## config.mk

```make
export PLATFORM = sky130hd
export DESIGN_NAME = console_bank_mapper_irq
export DESIGN_NICKNAME = d
export VERILOG_FILES = /design/src/rtl/cbm_pkg.sv /design/src/rtl/cbm_ram.sv /design/src/rtl/cbm_state.sv /design/src/rtl/cbm_slot.sv /design/src/rtl/console_bank_mapper_irq.sv
export VERILOG_INCLUDE_DIRS = /design/src /design/src/rtl
export SDC_FILE = /design/constraint.sdc
export NUM_CORES = 2
export LEC_CHECK = 0
export ABC_AREA = 1
export ABC_CLOCK_PERIOD_IN_PS = 5400
export BUFFER_PORTS_ARGS = -buffer_cell sky130_fd_sc_hd__buf_4
export CAP_MARGIN = 20
export CORE_UTILIZATION = 42
export DETAILED_ROUTE_END_ITERATION = 8
export GPL_ROUTABILITY_DRIVEN = 0
export PLACE_DENSITY_LB_ADDON = 0.3
export SLEW_MARGIN = 20
export SYNTH_ARGS = -nofsm -noshare
export SYNTH_HDL_FRONTEND = slang
export SYNTH_SLANG_ARGS = --single-unit
```

## constraint.sdc

```tcl
create_clock -name aclk -period 5.4 [get_ports aclk]
set_input_delay 0.27 -clock aclk [delete_from_list [all_inputs] [get_ports aclk]]
set_output_delay 0.27 -clock aclk [all_outputs]
set_load 0.01 [all_outputs]
```

## src/rtl/console_bank_mapper_irq_macros.svh

```systemverilog
// ----------------------------------------------------------------------------
// console_bank_mapper_irq assertion macros
// Shared concurrent assertion shorthands for the bank mapper RTL.
// ----------------------------------------------------------------------------
`ifndef CONSOLE_BANK_MAPPER_IRQ_MACROS_SVH
`define CONSOLE_BANK_MAPPER_IRQ_MACROS_SVH

// same-cycle implication, masked during reset
`define CBM_ASSERT_NOW(label, clk, rstn, ante, cons, msg) \
    label: assert property (@(posedge clk) disable iff (!rstn) (ante) |-> (cons)) \
        else $error(msg);

// next-cycle implication, masked during reset
`define CBM_ASSERT_NEXT(label, clk, rstn, ante, cons, msg) \
    label: assert property (@(posedge clk) disable iff (!rstn) (ante) |=> (cons)) \
        else $error(msg);

`endif

```

## src/rtl/cbm_pkg.sv

```systemverilog
// ----------------------------------------------------------------------------
// cbm_pkg
// Types, register indexes, decode codes and reset values of the bank mapper.
// ----------------------------------------------------------------------------
`timescale 1ns / 1ps
`default_nettype none

package cbm_pkg;

    localparam int SLOT_COUNT = 12;
    localparam int PRG_SLOTS  = 4;
    localparam int SLOT_W     = $clog2(SLOT_COUNT);
    localparam int REG_DEPTH  = 256;
    localparam int REG_AW     = $clog2(REG_DEPTH);

    typedef enum logic [1:0] {
        CMD_WRITE = 2'd0,
        CMD_READ  = 2'd1,
        CMD_TICK  = 2'd2
    } cmd_t;

    typedef enum logic [1:0] {
        KIND_PRG    = 2'd0,
        KIND_CHR    = 2'd1,
        KIND_STATUS = 2'd2
    } kind_t;

    // configuration register indexes
    localparam logic [1:0] CFG_PRG_MASK = 2'd0;
    localparam logic [1:0] CFG_PRG_BASE = 2'd1;
    localparam logic [1:0] CFG_CHR_MASK = 2'd2;
    localparam logic [1:0] CFG_CHR_BASE = 2'd3;

    localparam logic [15:0] PRG_MASK_RST = 16'h0FFF;
    localparam logic [15:0] PRG_BASE_RST = 16'h0000;
    localparam logic [15:0] CHR_MASK_RST = 16'h7FFF;
    localparam logic [15:0] CHR_BASE_RST = 16'h0000;

    // cpu-side register file indexes
    localparam logic [7:0] CREG_OUTER      = 8'h00;
    localparam logic [7:0] CREG_IRQ_LATCH  = 8'h01;
    localparam logic [7:0] CREG_IRQ_RELOAD = 8'h02;
    localparam logic [7:0] CREG_IRQ_DIS    = 8'h03;
    localparam logic [7:0] CREG_IRQ_EN     = 8'h04;
    localparam logic [7:0] CREG_BANK_SEL   = 8'h05;
    localparam logic [7:0] CREG_MIRROR     = 8'h06;
    localparam logic [7:0] CREG_PRG0       = 8'h07;
    localparam logic [7:0] CREG_PRG1       = 8'h08;
    localparam logic [7:0] CREG_PRG2       = 8'h09;
    localparam logic [7:0] CREG_PRG_BLK    = 8'h0A;
    localparam logic [7:0] CREG_PRG_MODE   = 8'h0B;
    localparam logic [7:0] CREG_SPARE      = 8'h0F;

    // ppu-side register file indexes
    localparam logic [7:0] PREG_SEL_BASE  = 8'h10;
    localparam logic [7:0] PREG_CHR2      = 8'h12;
    localparam logic [7:0] PREG_CHR3      = 8'h13;
    localparam logic [7:0] PREG_CHR4      = 8'h14;
    localparam logic [7:0] PREG_CHR5      = 8'h15;
    localparam logic [7:0] PREG_CHR0      = 8'h16;
    localparam logic [7:0] PREG_CHR1      = 8'h17;
    localparam logic [7:0] PREG_CHR_OUTER = 8'h18;
    localparam logic [7:0] PREG_CHR_MODE  = 8'h1A;

    // MMC3-style write decode on addr & SEL_MASK
    localparam logic [15:0] MMC_SEL_MASK   = 16'hE001;
    localparam logic [15:0] MMC_BANK_SEL   = 16'h8000;
    localparam logic [15:0] MMC_BANK_DATA  = 16'h8001;
    localparam logic [15:0] MMC_MIRROR     = 16'hA000;
    localparam logic [15:0] MMC_IRQ_LATCH  = 16'hC000;
    localparam logic [15:0] MMC_IRQ_RELOAD = 16'hC001;
    localparam logic [15:0] MMC_IRQ_DIS    = 16'hE000;
    localparam logic [15:0] MMC_IRQ_EN     = 16'hE001;
    localparam logic [7:0]  BANK_SEL_WMASK = 8'hDF;

    // address windows
    localparam logic [15:0] CPU_REG_LO   = 16'h4100;
    localparam logic [15:0] CPU_REG_HI   = 16'h41FF;
    localparam logic [15:0] PPU_REG_LO   = 16'h2010;
    localparam logic [15:0] PPU_REG_HI   = 16'h20FF;
    localparam logic [15:0] RD_LO        = 16'h4100;
    localparam logic [15:0] RD_HI        = 16'h4FFF;
    localparam logic [15:0] RD_ID        = 16'h415C;
    localparam logic [15:0] RD_FF_LO     = 16'h4140;
    localparam logic [15:0] RD_FF_HI     = 16'h415F;
    localparam logic [15:0] RD_STAT_A    = 16'h418A;
    localparam logic [15:0] RD_STAT_B    = 16'h41B7;
    localparam logic [15:0] RD_STAT_C    = 16'h41B9;
    localparam logic [15:0] RD_REG_LO_HI = 16'h410D;
    localparam logic [15:0] RD_REG_LO    = 16'h4160;
    localparam logic [15:0] RD_REG_END   = 16'h4800;
    localparam logic [7:0]  RD_ID_VAL    = 8'h10;
    localparam logic [7:0]  RD_FF_VAL    = 8'hFF;
    localparam logic [7:0]  RD_STAT_VAL  = 8'h04;
    localparam logic [7:0]  RD_STAT_C_VAL = 8'h80;

    // registers that feed the bank mapping, kept in flops
    typedef struct packed {
        logic [7:0] outer;
        logic [7:0] bank_sel;
        logic [7:0] mirror;
        logic [7:0] prg0;
        logic [7:0] prg1;
        logic [7:0] prg2;
        logic [7:0] prg_blk;
        logic [7:0] prg_mode;
        logic [7:0] chr0;
        logic [7:0] chr1;
        logic [7:0] chr2;
        logic [7:0] chr3;
        logic [7:0] chr4;
        logic [7:0] chr5;
        logic [7:0] chr_outer;
        logic [7:0] chr_mode;
    } map_regs_t;

    localparam map_regs_t MAP_RESET = '{
        outer: 8'h00, bank_sel: 8'h00, mirror: 8'h00, prg0: 8'h00,
        prg1: 8'h01, prg2: 8'hFE, prg_blk: 8'h00, prg_mode: 8'h00,
        chr0: 8'h00, chr1: 8'h02, chr2: 8'h04, chr3: 8'h05,
        chr4: 8'h06, chr5: 8'h07, chr_outer: 8'h00, chr_mode: 8'h00
    };

    typedef struct packed {
        logic [15:0] prg_mask;
        logic [15:0] prg_base;
        logic [15:0] chr_mask;
        logic [15:0] chr_base;
    } cfg_t;

    // decode and status of the item at the head of the input register
    typedef struct packed {
        logic       remap;
        logic       irq_after;
        logic [7:0] read_data;
        logic       read_hit;
    } item_stat_t;

    function automatic logic [7:0] cpu_reset_val(input logic [7:0] idx);
        logic [7:0] v;
        case (idx)
            CREG_PRG1:  v = 8'h01;
            CREG_PRG2:  v = 8'hFE;
            CREG_SPARE: v = 8'hFF;
            default:    v = 8'h00;
        endcase
        return v;
    endfunction

    // pattern bank mask shift per mode
    function automatic logic [2:0] chr_shift(input logic [2:0] mode);
        logic [2:0] s;
        case (mode)
            3'd0:    s = 3'd0;
            3'd1:    s = 3'd1;
            3'd2:    s = 3'd2;
            3'd3:    s = 3'd0;
            3'd4:    s = 3'd3;
            3'd5:    s = 3'd4;
            3'd6:    s = 3'd5;
            default: s = 3'd0;
        endcase
        return s;
    endfunction

endpackage

`default_nettype wire

```

## src/rtl/cbm_ram.sv

```systemverilog
// ----------------------------------------------------------------------------
// cbm_ram
// Generic single-write, single-read RAM with registered read data.
// ----------------------------------------------------------------------------
`timescale 1ns / 1ps
`default_nettype none

module cbm_ram #(
    parameter int WIDTH = 8,
    parameter int DEPTH = 256,
    parameter int AW    = $clog2(DEPTH)
) (
    input  wire logic             aclk,
    input  wire logic             we,
    input  wire logic [AW-1:0]    waddr,
    input  wire logic [WIDTH-1:0] wdata,
    input  wire logic             re,
    input  wire logic [AW-1:0]    raddr,
    output logic      [WIDTH-1:0] rdata
);

    logic [WIDTH-1:0] mem [DEPTH];
    logic [WIDTH-1:0] rdata_reg;

    always_ff @(posedge aclk) begin
        if (we) begin
            mem[waddr] <= wdata;
        end
        if (re) begin
            rdata_reg <= mem[raddr];
        end
    end

    assign rdata = rdata_reg;

endmodule

`default_nettype wire

```

## src/rtl/cbm_state.sv

```systemverilog
// ----------------------------------------------------------------------------
// cbm_state
// Write decode, register files, scanline counter and read answer.
// ----------------------------------------------------------------------------
`timescale 1ns / 1ps
`default_nettype none

module cbm_state
    import cbm_pkg::*;
(
    input  wire logic             aclk,
    input  wire logic             aresetn,
    input  wire logic             accept,
    input  wire logic [7:0]       acc_addr_lo,
    input  wire logic             exec,
    input  wire logic [1:0]       in_cmd,
    input  wire logic [15:0]      in_addr,
    input  wire logic [7:0]       in_data,
    output map_regs_t             map,
    output logic                  irq_pending,
    output item_stat_t            stat
);

    map_regs_t  map_reg, map_next;
    logic [7:0] latch_reg, latch_next;
    logic [7:0] cnt_reg, cnt_next;
    logic       reload_reg, reload_next;
    logic       en_reg, en_next;
    logic       pend_reg, pend_next;
    logic [REG_DEPTH-1:0] valid_reg;
    logic       fwd_hit_reg;
    logic [7:0] fwd_data_reg;

    logic       cpu_we, ppu_we;
    logic [7:0] widx, wdata;
    logic [2:0] sel;
    logic [7:0] ram_rdata, reg_rd;
    logic       reloading;
    logic [7:0] cnt_new;
    logic [7:0] rd_data;
    logic       rd_hit;

    assign sel = map_reg.bank_sel[2:0];

    // write decode
    always_comb begin
        cpu_we = 1'b0;
        ppu_we = 1'b0;
        widx   = in_addr[7:0];
        wdata  = in_data;
        if (in_cmd == CMD_WRITE) begin
            if (in_addr >= CPU_REG_LO && in_addr <= CPU_REG_HI) begin
                cpu_we = 1'b1;
            end else if (in_addr >= PPU_REG_LO && in_addr <= PPU_REG_HI) begin
                ppu_we = 1'b1;
            end else if (in_addr[15]) begin
                case (in_addr & MMC_SEL_MASK)
                    MMC_BANK_SEL: begin
                        cpu_we = 1'b1;
                        widx   = CREG_BANK_SEL;
                        wdata  = in_data & BANK_SEL_WMASK;
                    end
                    MMC_BANK_DATA: begin
                        if (sel <= 3'd1) begin
                            ppu_we = 1'b1;
                            widx   = PREG_CHR0 + {5'b0, sel};
                        end else if (sel <= 3'd5) begin
                            ppu_we = 1'b1;
                            widx   = PREG_SEL_BASE + {5'b0, sel};
                        end else begin
                            cpu_we = 1'b1;
                            widx   = CREG_IRQ_LATCH + {5'b0, sel};
                        end
                    end
                    MMC_MIRROR: begin
                        cpu_we = 1'b1;
                        widx   = CREG_MIRROR;
                    end
                    MMC_IRQ_LATCH: begin
                        cpu_we = 1'b1;
                        widx   = CREG_IRQ_LATCH;
                    end
                    MMC_IRQ_RELOAD: begin
                        cpu_we = 1'b1;
                        widx   = CREG_IRQ_RELOAD;
                    end
                    MMC_IRQ_DIS: begin
                        cpu_we = 1'b1;
                        widx   = CREG_IRQ_DIS;
                    end
                    MMC_IRQ_EN: begin
                        cpu_we = 1'b1;
                        widx   = CREG_IRQ_EN;
                    end
                    default: begin
                        cpu_we = 1'b0;
                    end
                endcase
            end
        end
    end

    // shadow flops and scanline counter
    always_comb begin
        map_next    = map_reg;
        latch_next  = latch_reg;
        cnt_next    = cnt_reg;
        reload_next = reload_reg;
        en_next     = en_reg;
        pend_next   = pend_reg;
        reloading   = (cnt_reg == 8'd0) || reload_reg;
        cnt_new     = reloading ? latch_reg : cnt_reg - 8'd1;
        if (exec && cpu_we) begin
            case (widx)
                CREG_OUTER:      map_next.outer    = wdata;
                CREG_IRQ_LATCH:  latch_next        = wdata;
                CREG_IRQ_RELOAD: reload_next       = 1'b1;
                CREG_IRQ_DIS: begin
                    en_next   = 1'b0;
                    pend_next = 1'b0;
                end
                CREG_IRQ_EN:     en_next           = 1'b1;
                CREG_BANK_SEL:   map_next.bank_sel = wdata;
                CREG_MIRROR:     map_next.mirror   = wdata;
                CREG_PRG0:       map_next.prg0     = wdata;
                CREG_PRG1:       map_next.prg1     = wdata;
                CREG_PRG2:       map_next.prg2     = wdata;
                CREG_PRG_BLK:    map_next.prg_blk  = wdata;
                CREG_PRG_MODE:   map_next.prg_mode = wdata;
                default:         map_next          = map_reg;
            endcase
        end
        if (exec && ppu_we) begin
            case (widx)
                PREG_CHR0:      map_next.chr0      = wdata;
                PREG_CHR1:      map_next.chr1      = wdata;
                PREG_CHR2:      map_next.chr2      = wdata;
                PREG_CHR3:      map_next.chr3      = wdata;
                PREG_CHR4:      map_next.chr4      = wdata;
                PREG_CHR5:      map_next.chr5      = wdata;
                PREG_CHR_OUTER: map_next.chr_outer = wdata;
                PREG_CHR_MODE:  map_next.chr_mode  = wdata;
                default:        map_next           = map_reg;
            endcase
        end
        if (exec && in_cmd == CMD_TICK) begin
            cnt_next    = cnt_new;
            reload_next = reloading ? 1'b0 : reload_reg;
            if (cnt_reg != 8'd0 && cnt_new == 8'd0 && en_reg) begin
                pend_next = 1'b1;
            end
        end
    end

    always_ff @(posedge aclk) begin
        if (!aresetn) begin
            map_reg      <= MAP_RESET;
            latch_reg    <= 8'd0;
            cnt_reg      <= 8'd0;
            reload_reg   <= 1'b0;
            en_reg       <= 1'b0;
            pend_reg     <= 1'b0;
            valid_reg    <= '0;
            fwd_hit_reg  <= 1'b0;
        end else begin
            map_reg    <= map_next;
            latch_reg  <= latch_next;
            cnt_reg    <= cnt_next;
            reload_reg <= reload_next;
            en_reg     <= en_next;
            pend_reg   <= pend_next;
            if (exec && cpu_we) begin
                valid_reg[widx] <= 1'b1;
            end
            // a read issued at the same edge as a write to its entry gets the written data forwarded
            if (accept) begin
                fwd_hit_reg <= exec && cpu_we && (widx == acc_addr_lo);
            end
        end
    end

    always_ff @(posedge aclk) begin
        if (accept) begin
            fwd_data_reg <= wdata;
        end
    end

    // full cpu register file, read for bus reads
    cbm_ram #(
        .WIDTH (8),
        .DEPTH (REG_DEPTH)
    ) u_cpu_ram (
        .aclk  (aclk),
        .we    (exec && cpu_we),
        .waddr (widx),
        .wdata (wdata),
        .re    (accept),
        .raddr (acc_addr_lo),
        .rdata (ram_rdata)
    );

    always_comb begin
        if (fwd_hit_reg) begin
            reg_rd = fwd_data_reg;
        end else if (valid_reg[in_addr[7:0]]) begin
            reg_rd = ram_rdata;
        end else begin
            reg_rd = cpu_reset_val(in_addr[7:0]);
        end
    end

    always_comb begin
        rd_hit  = 1'b0;
        rd_data = 8'd0;
        if (in_cmd == CMD_READ && in_addr >= RD_LO && in_addr <= RD_HI) begin
            rd_hit = 1'b1;
            if (in_addr == RD_ID) begin
                rd_data = RD_ID_VAL;
            end else if (in_addr >= RD_FF_LO && in_addr <= RD_FF_HI) begin
                rd_data = RD_FF_VAL;
            end else if (in_addr == RD_STAT_A || in_addr == RD_STAT_B) begin
                rd_data = RD_STAT_VAL;
            end else if (in_addr == RD_STAT_C) begin
                rd_data = RD_STAT_C_VAL;
            end else if (in_addr <= RD_REG_LO_HI
                         || (in_addr >= RD_REG_LO && in_addr < RD_REG_END)) begin
                rd_data = reg_rd;
            end else begin
                rd_hit = 1'b0;
            end
        end
    end

    assign map            = map_reg;
    assign irq_pending    = pend_reg;
    assign stat.remap     = cpu_we || ppu_we;
    assign stat.irq_after = pend_next;
    assign stat.read_data = rd_data;
    assign stat.read_hit  = rd_hit;

endmodule

`default_nettype wire

```

## src/rtl/cbm_slot.sv

```systemverilog
// ----------------------------------------------------------------------------
// cbm_slot
// Window address and bank number of one program or pattern slot.
// ----------------------------------------------------------------------------
`timescale 1ns / 1ps
`default_nettype none

module cbm_slot
    import cbm_pkg::*;
(
    input  wire logic [SLOT_W-1:0] idx,
    input  map_regs_t              map,
    input  cfg_t                   cfg,
    output kind_t                  kind,
    output logic [15:0]            window_addr,
    output logic [15:0]            bank_number,
    output logic                   last
);

    localparam logic [SLOT_W-1:0] PRG_N   = SLOT_W'(PRG_SLOTS);
    localparam logic [SLOT_W-1:0] LAST_ID = SLOT_W'(SLOT_COUNT - 1);

    logic [2:0]  mode;
    logic [7:0]  pm, pb;
    logic [11:0] pblk;
    logic [1:0]  prg_i;
    logic [15:0] pwin, pbank;
    logic [2:0]  chr_i;
    logic [SLOT_W-1:0] chr_off;
    logic [7:0]  cm, cb;
    logic [15:0] cblk, cwin, cbank;

    // program side
    assign mode  = map.prg_mode[2:0];
    assign pm    = (mode == 3'd7) ? 8'hFF : (8'h3F >> mode);
    assign pblk  = {map.outer[7:4], map.prg_blk & ~pm};
    assign prg_i = idx[1:0];

    always_comb begin
        case (prg_i)
            2'd0:    pb = map.prg0;
            2'd1:    pb = map.prg1;
            2'd2:    pb = map.prg_mode[6] ? map.prg2 : 8'hFE;
            default: pb = 8'hFF;
        endcase
    end

    // even slots swap with bit 6 of bank select
    assign pwin  = {1'b1, prg_i, 13'd0}
                 ^ (prg_i[0] ? 16'd0 : {1'b0, map.bank_sel[6], 14'd0});
    assign pbank = cfg.prg_base | ({4'd0, pblk | {4'd0, pb & pm}} & cfg.prg_mask);

    // pattern side
    assign chr_off = idx - PRG_N;
    assign chr_i   = chr_off[2:0];
    assign cm      = 8'hFF >> chr_shift(map.chr_mode[2:0]);
    assign cblk    = {1'b0, map.outer[3:0], map.chr_outer[6:4], map.chr_mode & ~cm};

    always_comb begin
        case (chr_i)
            3'd0:    cb = map.chr0 & 8'hFE;
            3'd1:    cb = map.chr0 | 8'h01;
            3'd2:    cb = map.chr1 & 8'hFE;
            3'd3:    cb = map.chr1 | 8'h01;
            3'd4:    cb = map.chr2;
            3'd5:    cb = map.chr3;
            3'd6:    cb = map.chr4;
            default: cb = map.chr5;
        endcase
    end

    assign cwin  = {3'd0, chr_i, 10'd0} ^ {3'd0, map.bank_sel[7], 12'd0};
    assign cbank = cfg.chr_base | ((cblk | {8'd0, cb & cm}) & cfg.chr_mask);

    always_comb begin
        if (idx < PRG_N) begin
            kind        = KIND_PRG;
            window_addr = pwin;
            bank_number = pbank;
        end else begin
            kind        = KIND_CHR;
            window_addr = cwin;
            bank_number = cbank;
        end
    end

    assign last = (idx == LAST_ID);

endmodule

`default_nettype wire

```

## src/rtl/console_bank_mapper_irq.sv

```systemverilog
// ----------------------------------------------------------------------------
// console_bank_mapper_irq
// Path: an accepted item waits in the input word register; a read, tick or ignored
// write then loads one status word into the output word register, while a remap write
// starts the slot sequencer: 12 slots, one output slot per cycle unless the output stalls.
// Reset: synchronous; clears control, irq state, config and valid bits at once.
// ----------------------------------------------------------------------------
`timescale 1ns / 1ps
`default_nettype none
`include "console_bank_mapper_irq_macros.svh"

module console_bank_mapper_irq
    import cbm_pkg::*;
(
    input  wire logic        aclk,
    input  wire logic        aresetn,
    // item input
    input  wire logic        s_valid,
    output logic             s_ready,
    input  wire logic [1:0]  s_cmd,
    input  wire logic [15:0] s_bus_addr,
    input  wire logic [7:0]  s_bus_data,
    // result output
    output logic             m_valid,
    input  wire logic        m_ready,
    output logic [1:0]       m_kind,
    output logic [15:0]      m_window_addr,
    output logic [15:0]      m_bank_number,
    output logic             m_mirror_mode,
    output logic             m_irq_line,
    output logic [7:0]       m_read_data,
    output logic             m_read_hit,
    output logic             m_last,
    // configuration writes
    input  wire logic        cfg_valid,
    output logic             cfg_ready,
    input  wire logic [1:0]  cfg_index,
    input  wire logic [15:0] cfg_data
);

    localparam logic [SLOT_W-1:0] LAST_IDX = SLOT_W'(SLOT_COUNT - 1);

    cfg_t        cfg_reg;
    logic        in_valid_reg;
    logic [1:0]  in_cmd_reg;
    logic [15:0] in_addr_reg;
    logic [7:0]  in_data_reg;
    logic        seq_busy_reg;
    logic [SLOT_W-1:0] seq_idx_reg;

    logic        m_valid_reg;
    kind_t       m_kind_reg;
    logic [15:0] m_window_reg, m_bank_reg;
    logic        m_mirror_reg, m_irq_reg, m_hit_reg, m_last_reg;
    logic [7:0]  m_rdata_reg;

    map_regs_t   map;
    logic        irq_pending;
    item_stat_t  st;
    kind_t       slot_kind;
    logic [15:0] slot_window, slot_bank;
    logic        slot_last;

    logic        accept, exec, out_free, seq_emit, seq_last;

    assign out_free = !m_valid_reg || m_ready;
    assign seq_emit = seq_busy_reg && out_free;
    assign seq_last = (seq_idx_reg == LAST_IDX);
    // a remap may start while the previous one hands out its final slot
    assign exec     = in_valid_reg && (st.remap
                    ? (!seq_busy_reg || (seq_emit && seq_last))
                    : (!seq_busy_reg && out_free));
    assign s_ready  = !in_valid_reg || exec;
    assign accept   = s_valid && s_ready;
    assign cfg_ready = 1'b1;

    always_ff @(posedge aclk) begin
        if (!aresetn) begin
            cfg_reg <= '{prg_mask: PRG_MASK_RST, prg_base: PRG_BASE_RST,
                         chr_mask: CHR_MASK_RST, chr_base: CHR_BASE_RST};
        end else if (cfg_valid) begin
            case (cfg_index)
                CFG_PRG_MASK: cfg_reg.prg_mask <= cfg_data;
                CFG_PRG_BASE: cfg_reg.prg_base <= cfg_data;
                CFG_CHR_MASK: cfg_reg.chr_mask <= cfg_data;
                CFG_CHR_BASE: cfg_reg.chr_base <= cfg_data;
                default:      cfg_reg          <= cfg_reg;
            endcase
        end
    end

    // input word register
    always_ff @(posedge aclk) begin
        if (!aresetn) begin
            in_valid_reg <= 1'b0;
        end else if (accept) begin
            in_valid_reg <= 1'b1;
        end else if (exec) begin
            in_valid_reg <= 1'b0;
        end
    end

    always_ff @(posedge aclk) begin
        if (accept) begin
            in_cmd_reg  <= s_cmd;
            in_addr_reg <= s_bus_addr;
            in_data_reg <= s_bus_data;
        end
    end

    cbm_state u_state (
        .aclk        (aclk),
        .aresetn     (aresetn),
        .accept      (accept),
        .acc_addr_lo (s_bus_addr[7:0]),
        .exec        (exec),
        .in_cmd      (in_cmd_reg),
        .in_addr     (in_addr_reg),
        .in_data     (in_data_reg),
        .map         (map),
        .irq_pending (irq_pending),
        .stat        (st)
    );

    cbm_slot u_slot (
        .idx         (seq_idx_reg),
        .map         (map),
        .cfg         (cfg_reg),
        .kind        (slot_kind),
        .window_addr (slot_window),
        .bank_number (slot_bank),
        .last        (slot_last)
    );

    // slot sequencer
    always_ff @(posedge aclk) begin
        if (!aresetn) begin
            seq_busy_reg <= 1'b0;
            seq_idx_reg  <= '0;
        end else if (exec && st.remap) begin
            seq_busy_reg <= 1'b1;
            seq_idx_reg  <= '0;
        end else if (seq_emit) begin
            if (seq_last) begin
                seq_busy_reg <= 1'b0;
            end else begin
                seq_idx_reg <= seq_idx_reg + 1'b1;
            end
        end
    end

    // output word register
    always_ff @(posedge aclk) begin
        if (!aresetn) begin
            m_valid_reg <= 1'b0;
        end else if (seq_emit || (exec && !st.remap)) begin
            m_valid_reg <= 1'b1;
        end else if (m_ready) begin
            m_valid_reg <= 1'b0;
        end
    end

    always_ff @(posedge aclk) begin
        if (seq_emit) begin
            m_kind_reg   <= slot_kind;
            m_window_reg <= slot_window;
            m_bank_reg   <= slot_bank;
            m_mirror_reg <= ~map.mirror[0];
            m_irq_reg    <= irq_pending;
            m_rdata_reg  <= 8'd0;
            m_hit_reg    <= 1'b0;
            m_last_reg   <= slot_last;
        end else if (exec && !st.remap) begin
            m_kind_reg   <= KIND_STATUS;
            m_window_reg <= 16'd0;
            m_bank_reg   <= 16'd0;
            m_mirror_reg <= ~map.mirror[0];
            m_irq_reg    <= st.irq_after;
            m_rdata_reg  <= st.read_data;
            m_hit_reg    <= st.read_hit;
            m_last_reg   <= 1'b1;
        end
    end

    assign m_valid       = m_valid_reg;
    assign m_kind        = m_kind_reg;
    assign m_window_addr = m_window_reg;
    assign m_bank_number = m_bank_reg;
    assign m_mirror_mode = m_mirror_reg;
    assign m_irq_line    = m_irq_reg;
    assign m_read_data   = m_rdata_reg;
    assign m_read_hit    = m_hit_reg;
    assign m_last        = m_last_reg;

    `CBM_ASSERT_NOW(a_status_when_idle, aclk, aresetn, exec && !st.remap, !seq_busy_reg && out_free, "status word issued while slots pending")
    `CBM_ASSERT_NEXT(a_remap_starts, aclk, aresetn, exec && st.remap, seq_busy_reg && seq_idx_reg == '0, "remap did not start at first slot")
    `CBM_ASSERT_NEXT(a_last_on_final, aclk, aresetn, seq_emit, m_valid_reg && (m_last_reg == $past(seq_last)), "last flag off the final slot")
    `CBM_ASSERT_NOW(a_idx_range, aclk, aresetn, seq_busy_reg, seq_idx_reg <= LAST_IDX, "slot index out of range")

endmodule

`default_nettype wire

```

[After elaboration in Yosys (flattened, before gate mapping)]
Memory sizes are Yosys's and may differ from the RTL's. A register that Yosys moved wholly into a read port is not among the register bits.
Index checks and enable logic that the tools add are counted.
Operators by class
  $add $sub $neg: 6
  magnitude comparators: 16
  equal/unequal tests: 64
  shift-type cells: 2
  multiplexer cells: 104
  bitwise operators: 18
  reduce and logical (&&, ||, !) cells: 68
Operators with widths (count)
  2-to-1 mux 128 bit: 2
  bitwise OR 256 bit: 1
  2-to-1 mux 8 bit: 25
  one-hot mux 8 bit (2 select lines): 8
  one-hot mux 8 bit (7 select lines): 2
  2-to-1 mux 16 bit: 5
  == test 16 x 15 -> 1 bit, second input constant: 4
  == test 8 x 5 -> 1 bit, second input constant: 8
  less-or-equal comparator 16 x 15 -> 1 bit, second input constant: 4
  2-to-1 mux 64 bit: 1
  == test 8 x 4 -> 1 bit, second input constant: 7
  OR reduction 7 bit: 8
  greater-or-equal comparator 16 x 15 -> 1 bit, second input constant: 3
  one-hot mux 8 bit (3 select lines): 2
  2-to-1 mux 1 bit: 46
  AND 8 bit: 4
  == test 4 bit, second input constant: 8
  == test 8 x 3 -> 1 bit, second input constant: 4
  bitwise OR 16 bit: 2
  2-to-1 mux 6 bit: 5
  zero test 8 bit: 3
  inequality test 3 bit, second input constant: 8
  == test 3 bit, second input constant: 7
  logical AND 1 bit: 20
  49 further kinds: 91
Storage, ports and cells
  flip-flop bits (word level): 555
  memory bits (writable): 2048
  input port bits: 49
  logic and storage cells: 322
  memories kept: 1
Memories
  u_state.u_cpu_ram.mem: words 256, width 8, read ports 1, clocked after memory_dff 1, write ports 1, line cbm_ram.sv:22  | logic [WIDTH-1:0] mem [DEPTH];

[Depth between registers and ports, before layout]
  depth in word-level cells: 17
  depth in mapped cells: 25

[By module]
Synthesis repeated with hierarchy kept, for this count alone.
Unflattened totals
  cells, all modules: 10392
  area, all modules: 107951.0 um^2
Modules (own cells, without submodules)
  cbm_ram: instances 1, cells each 7003, area each 83476.3 um^2
  cbm_state: instances 1, cells each 2572, area each 17899.7 um^2
  console_bank_mapper_irq: instances 1, cells each 524, area each 5158.7 um^2
  cbm_slot: instances 1, cells each 293, area each 1416.4 um^2

[Least setup slack after synthesis]
Ideal clock, no wire load.
  path type: flip-flop to flip-flop
  start point: register in_data_reg[7]
  end point: register u_state.map_reg (netlist bit u_state.map[39])
  setup time: 0.064 ns
  arrival time: 4.899 ns
  setup slack: 0.438 ns
  cell stages (with the launch flop): 5
  buffers on the path: 0
  clock period less this slack: 4.962 ns
  cells stage by stage: edfxtp_1 > clkinv_1 > nand3_1 > nand2_1 > nor2_1
Between the ends
  longest elaborated chain between the ends: 2
Ends and longest elaborated chain
  from (decl): line console_bank_mapper_irq.sv:47  | logic [7:0] in_data_reg;
  from (signal assigned): line console_bank_mapper_irq.sv:107  | in_data_reg <= s_bus_data;
  one-hot mux 8 bit (2 select lines): line cbm_state.sv:134  | case (widx)
  2-to-1 mux 128 bit: line cbm_state.sv:133  | if (exec && ppu_we) begin
  to (signal assigned): line cbm_state.sv:166  | map_reg <= map_next;
  to (decl): line cbm_state.sv:24  | map_regs_t map_reg, map_next;
No other way between the ends.
A chain may end at the register's enable or synchronous reset.

[Final worst setup path]
  start point: register in_addr_reg[14]
  end point: memory u_state.u_cpu_ram.mem[218][0], enable pin
Between the ends
  longest elaborated chain between the ends: 13
Ends and longest elaborated chain
  from (decl): line console_bank_mapper_irq.sv:46  | logic [15:0] in_addr_reg;
  from (signal assigned): line console_bank_mapper_irq.sv:106  | in_addr_reg <= s_bus_addr;
  parallel branches: the longest is 13 deep, another holds greater-or-equal comparator 16 x 14 -> 1 bit
  to (decl): line cbm_ram.sv:22
Several ways; the timed one is not identified.

==> results.yml <==
worst_hold_path:
  hold_start: "s_bus_data[3]"
  worst_hold_path.num_cells: 2
  hold_path.class: "primary input to flop"
  min_to: "in_data_reg[3]"
logic_synthesis:
  synth_top_cell_by_area: "edfxtp_1"
  synth_area_mm2: 0.103
  synth_top_area_share_pct: 61.7
  async_flop_share_pct: 0
  synth_warnings: 0
  ys_seq_area_share_pct: 70.6
  ys.flop_type: "edfxtp_1"
  synth_edf_count: 2117
  syn_inst: 9337
  synth_cell_type_count: 56
  ys_top_cells_by_area: "edfxtp_1 62%, dfxtp_1 8.9%, nor2_1 8.3%"
  synth-seq-cells: 2575
  avgSynthCellArea_um2: 11.0
cells_and_area:
  mostFrequentLayoutCell: "nor2_1"
  syn2layout_area_growth_pct: 13.0
  nets: 9399
  drive_gt1_share_pct: 7.73
  mostFrequentLayoutCells: "2,265 x nor2_1, 2,117 x edfxtp_1, 1,430 x o21ai_0"
  largest_reg_flops: 2048
  fill_cells: 21527
  postLayoutCoreUtil_pct: 47.8
  fin_cells: 12739
  fin_area_mm2: 0.116
route:
  wl_per_cell_um: 24.8
  wl_um: 315000
  num_vias: 74161
  drc: 0
  drt-initial-drc-count: 10095
  vias_per_cell: 5.82
  detail-route-antenna-nets: 0
  drt-pass1-iter-count: 9
global_route:
  grt_start_max_net_pins: 161
  grt_first_pass_wirelength_um: 460000
  grt_pass1_vias: 70017
  gr-total-overflow: 0
  antenna_found_initial: 16
  grt_usage_pct: 24.8
worst_setup_path:
  critPathMaxStageDelay_ns: 0.89
  critical_path_required_ns: 5.95
  crit_type: "flop to flop"
  crit_chain: "nand3_2 > nor2_2 > nand2_2 > inv_2 > nor3_4 > inv_2 > nand2_1 > nand2_2 > inv_2 > nand2_2 > nor2_1 > clkinv_1 > buf_4 > nor2_1"
  r2r-start: "in_addr_reg[14]"
  rrSetupSlack_ns: 0.63
  end_kind: "flop"
  crit_slowest_cell: "clkinv_1"
  cp-start-kind: "flop"
  cp_max_fo: 12
  worst-r2r-cell-count: 14
  crit_arrival_ns: 5.32
  timing.rr.end: "u_state.u_cpu_ram.mem[218][0]"
timing:
  setup_violations: 0
  maxSlewViolCount: 0
  skew_ns: 0.0817
  tightest_slew_ns: 1.20
  final.min_clock_period_ns: 4.77
  period_share_pct: 88.4
  fmax_mhz: 210
  rsz0062_at_grt: "no"
  tns_ns: 0
  max_slew_margin_pct: 19.3
  hold_violations: 0
pwr:
  peakVddDrop_mv: 0.307
  p_per_area_mw_per_mm2: 366
  power_leakage_nw: 39.4
die:
  initial_core_util_pct: 42.3
  die_w_um: 497
  die_area_mm2: 0.247
  core_mm2: 0.243
  num_rows: 181
  io_pins: 98
  die_h_um: 497
clock_tree:
  cts_resized: 0
  h-tree-depth: 5
  cts_tree: "done"
  root_buffer: "clkbuf_16"
  cts_sinks: 2575
  path_clk_slew_ns: 0.07
  clockBufferDepth: 4
  numCtsBuffers: 276
  clock_latency_ns: 0.95
placement:
  dp_hpwl_um: 183000
  placedInstanceArea_mm2: 0.107
  dpl.cell_count: 12204
  io_buffers: 86
job:
  max-cap-violations: 0
run_status:
  run_status: "completed"
## how the worst max path moves through the flow
| stage | start | to | slack (ns) | cells past startpoint |
|---|---|---|---|---|
| 2_1_floorplan | in_data_reg[7] | u_state.map[39] | 0.44 | 4 |
| 3_3_place_gp | in_addr_reg[0] | u_state.u_cpu_ram.mem[47][1] | 0.86 | 12 |
| 3_5_place_dp | in_addr_reg[14] | u_state.u_cpu_ram.mem[31][2] | 0.81 | 14 |
| 4_1_cts | in_addr_reg[14] | u_state.u_cpu_ram.mem[47][0] | 0.77 | 14 |
| 5_1_grt | in_addr_reg[14] | u_state.u_cpu_ram.mem[31][1] | 0.46 | 14 |
| 6_report | in_addr_reg[14] | u_state.u_cpu_ram.mem[218][0] | 0.63 | 14 |
## power by group
group          switching, mW  leakage, nW  internal, mW
sequential            0.0451         22.8          21.6
clock                   7.59         4.19          10.7
combinational           2.09         12.4         0.627
total                   9.73         39.4          32.9
## layer usage
metal  vias up  wire length [um]  part of all wire [%]  global-route usage, %
li1      33046                 -                     -                      -
met1     36329            128000                    41                   34.3
met2      4088            140000                    44                   37.8
met3       686             34100                    11                   5.29
met4        12             12900                   4.1                   10.0
met5         -                70                 0.022                      0
## metrics by stage
stage,setup WS (ns),power [mW],hold WS [ns]
floorplan,0.438,23.5,0.369
global placement,0.863,24.6,0.433
detailed placement,0.813,24.6,0.439
CTS,0.768,42.7,0.00282
global route,0.457,43.6,0.0452
finish,0.627,42.6,0.0590
## layout make-up
type	instances	area, um2	area share [%]
antenna	3	7.51	0.00645
tap	3202	4010	3.44
inverter	220	872	0.749
timing repair buffer	336	3200	2.75
clock inverter	100	901	0.774
sequential	2575	72700	62.5
clock buffer	376	7650	6.57
multi-input combinational	5927	27100	23.2
## cells by family after synthesis
kind of cell | after synthesis | synth area share (%)
DFF | 2575 | 70.6
buffers and inverters | 844 | 3.20
AOI/OAI and AO/OA | 2359 | 12.6
and+or+nand+nor | 3528 | 13.3
other | 2 | 0.00729
muxes | 1 | 0.00972
adders and majority gates | 14 | 0.170
xor gates and xnor gates | 14 | 0.119
## critical path: cells and delay by family (launching register included)
family,cells,cell delay (ns)
buf+inv,5,1.86
simple gates,9,1.99
flops,1,0.53
## cells in the mapped netlist (6+ instances only)
master / number
nand3_2: 12
o22ai_1: 630
xor2_1: 14
a21oi_1: 181
nand2_2: 12
nor2_2: 15
inv_1: 193
o32ai_1: 28
nor2_4: 7
clkbuf_1: 545
nand3_1: 128
nand4_1: 21
o21ai_0: 1430
nor3_1: 13
edfxtp_1: 2117
nand2_1: 1035
clkinv_1: 11
a31oi_1: 11
buf_2: 35
a211oi_1: 6
buf_1: 26
buf_4: 14
ha_1: 14
nor2_1: 2272
inv_2: 16
dfxtp_1: 458
o211ai_1: 23
o21a_1: 8
o21ai_1: 9
## what timing repair did
action                    in CTS  in global routing
setup buffers                  0                  0
hold buffers                  56                  0
hold endpoints to repair     110                  0
Note: power is estimated with default switching activity, not from simulation.
